### src/rtl/ddr_pkg.sv
package ddr_pkg;

  localparam int LOCAL_W   = 8;
  localparam int INDEX_W   = 6;
  localparam int LEVEL_W   = 7;
  localparam int DEP_W     = 64;
  localparam int SRC_SLOTS = 4;
  localparam int DST_SLOTS = 2;

  // per-beat control handed from the top level to each lane
  typedef struct packed {
    logic adv;      // whole pipeline moves one stage
    logic src_ok;   // this lane's input local has a live writer
    logic src_sel;  // writer bank that holds the newest write of that local
    logic fwd_en;   // the stage ahead holds a real instruction
    logic dep_we;   // that instruction writes its row this cycle
  } lane_ctl_t;

endpackage

### src/rtl/ddr_merge.sv
module ddr_merge #(
  parameter int MAX_INSTR = 64,
  parameter int MAX_SRC   = 4
) (
  input  logic [MAX_INSTR-1:0]        row_i  [MAX_SRC],
  input  logic [ddr_pkg::LEVEL_W-1:0] rank_i [MAX_SRC],
  output logic [MAX_INSTR-1:0]        row_o,
  output logic [ddr_pkg::LEVEL_W-1:0] level_o
);
  import ddr_pkg::*;

  logic [LEVEL_W-1:0] best;

  always_comb begin
    row_o = '0;
    best  = '0;
    for (int l = 0; l < MAX_SRC; l++) begin
      row_o = row_o | row_i[l];
      if (rank_i[l] > best) begin
        best = rank_i[l];
      end
    end
    level_o = best + LEVEL_W'(1);
  end

endmodule

### config.mk
export PLATFORM = sky130hd
export DESIGN_NAME = ddr_merge
export DESIGN_NICKNAME = d
export VERILOG_FILES = /design/src/rtl/ddr_pkg.sv /design/src/rtl/ddr_merge.sv
export SDC_FILE = /design/constraint.sdc
export NUM_CORES = 1
export LEC_CHECK = 0
export ABC_AREA = 1
export ABC_CLOCK_PERIOD_IN_PS = 7220
export BUFFER_PORTS_ARGS = -buffer_cell sky130_fd_sc_hd__buf_2
export CELL_PAD_IN_SITES_DETAIL_PLACEMENT = 0
export CELL_PAD_IN_SITES_GLOBAL_PLACEMENT = 1
export CORE_AREA = 8 8 132 134
export DETAILED_ROUTE_END_ITERATION = 8
export DIE_AREA = 0 0 140 142
export PLACE_DENSITY = 0.76
export SLEW_MARGIN = 10
export SYNTH_ARGS = -nofsm -noshare
export SYNTH_HDL_FRONTEND = slang
export SYNTH_SLANG_ARGS = --single-unit
### constraint.sdc
create_clock -name vclk -period 7.22
set_input_delay 1.083 -clock vclk [all_inputs]
set_output_delay 1.083 -clock vclk [all_outputs]
set_load 0.005 [all_outputs]
==> results.py <==
metrics = {
    "place": {
        "dp_hpwl_mm": 10.9,
        "port_buffers": 355,
        "place_area_um2": 3610,
        "gp_congestion": 0.837,
    },
    "timing": {
        "relSlewSlack_pct": 78.1,
        "fin_crit_sh_pct": 91.6,
        "holdWs_ps": 2410,
        "report.final.slew_viol_count": 0,
        "tns_ps": 0,
        "setup_viol": 0,
        "worst_slew_pin_slew_ps": 325,
        "fmax_mhz": 151,
        "grt_setup_unrepaired": "false",
        "min_period_ps": 6610,
        "hold_violations": 0,
    },
    "floorplan": {
        "fp.dieW_um": 140,
        "fp.dieH_um": 142,
        "start_util_pct": 10.4,
        "die_area_um2": 19900,
        "core_area_um2": 15400,
        "rows": 46,
        "ios": 355,
    },
    "final_layout": {
        "ff_latch_area_um2": 0,
        "nFillCells": 1774,
        "final_common_cell": "buf_2",
        "flops_and_latches": 0,
        "diodes": 0,
        "final_area_um2": 3610,
        "final_nets": 922,
        "num-clock-buffers": 0,
        "drive_gt1_share_pct": 62.1,
        "syn_to_final_growth_pct": 124,
        "layout_common_cells": "buf_2, or4_1, nand2_1",
    },
    "synthesis": {
        "synth.distinct_cells": 29,
        "avgSynthCellArea_um2": 6.11,
        "seq_area_frac_synth_pct": 0,
        "syn_area_um2": 1610,
        "synth_nets": 568,
        "yosysWarnings": 0,
        "syn_inst": 263,
    },
    "grt": {
        "grt_max_degree": 13,
        "grt_pass1_vias": 3243,
        "grt_pass1_wl_mm": 16.2,
        "antenna_found_initial": 2,
        "grt.overflow.total": 0,
        "grt.total_usage_pct": 9.80,
    },
    "power": {
        "p_leak_nw": 2.06,
        "ir_drop_mv": 0.0329,
        "power_density_nw_per_um2": 87.2,
    },
    "critical_path": {
        "crit_type": "in2out",
        "worstPathArrival_ps": 5530,
        "cp.required_ps": 6140,
        "start_kind": "input port",
        "cp_max_fo": 12,
        "slowest_stage": "ha_1",
        "endpoint_kind": "primary output",
        "cpMostUsedCell": "nand2_1",
        "slowest_delay_ps": 310,
    },
    "detailed_routing": {
        "post_drt_wl_per_cell_um": 14.0,
        "vias": 3224,
        "drc": 0,
        "ant_nets": 0,
        "viasPerCell": 4.00,
        "first_pass_iters": 4,
        "first_iter_violations": 72,
        "routed_wl_mm": 11.3,
    },
    "cts": {
        "cts_hold_buf": 0,
        "post-cts-setup-buffers": 0,
        "cts_resized": 0,
    },
    "outcome": {
        "outcome": "finished clean",
    },
    "hold_path": {
        "hold_path.class": "in2out",
    },
    "job": {
        "cap_violations": 0,
    },
}
[power breakdown]
group / switching [W] / internal, W / total [W]
logic: 0.000170 / 0.000144 / 0.000315
registers: 0 / 0 / 0
clock network: 0 / 0 / 0
total: 0.000170 / 0.000144 / 0.000315
[cells by family (layout without fill, tap and decap cells)]
family | after synthesis | in the layout | share of synthesized area, %
AOI/OAI and AO/OA | 19 | 19 | 7.00
xor gates and xnor gates | 2 | 2 | 1.09
adders and majority gates | 21 | 21 | 16.3
buffers and inverters | 41 | 393 | 10.2
and+or+nand+nor | 180 | 180 | 65.4
[synth_stat cells, types with 3 or more instances]
cell,instances,area share (%)
a21oi_1,6,1.9
nand3_1,22,6.8
or2_2,5,1.9
ha_1,21,16
nand3_2,3,1.9
o21ai_0,7,2.2
nor2_1,8,1.9
nand2_1,61,14
nand2_2,7,2.7
or4_1,64,30
inv_1,35,8.2
[per-stage QoR]
step / instances / total power [W] / util, % / setup WS (ps)
finish: 807 / 0.000315 / 23.4 / 605
global route: 807 / 0.000361 / 23.4 / 65.2
CTS: 807 / 0.000320 / 23.4 / 426
detailed placement: 807 / 0.000319 / 23.4 / 434
global placement: 807 / 0.000317 / 23.4 / 566
floorplan: 263 / 0.000170 / - / 1220
[final cells by class]
cell class	instances	area, um^2	share of cell area, %
Tap cell	192	240	6.66
Timing Repair Buffer	356	1780	49.5
Inverter	37	139	3.85
Multi-Input combinational cell	222	1440	40.0
[path summary, 6_finish.rpt]
path | start | to | slack (ps) | cells past startpoint
worst min-delay path | row_i[48] | row_o[48] | 2410 | 3
worst max-delay path | rank_i[20] | level_o[4] | 610 | 32
[critical path: cells and delay by family]
family,cells,cell delay [ps]
AOI/OAI and AO/OA,4,440
xor gates and xnor gates,1,170
adders and majority gates,4,1090
buffers and inverters,6,590
and+or+nand+nor,17,2150
[per-layer routing]
metal,track usage [%],wire [um],vias to the layer above
li1,-,-,1661
met2,18.4,5770,196
met1,10.6,4190,1355
met5,0,0,-
met4,1.14,144,0
met3,3.52,1180,12
No activity file was read; power rests on OpenSTA's default activity.
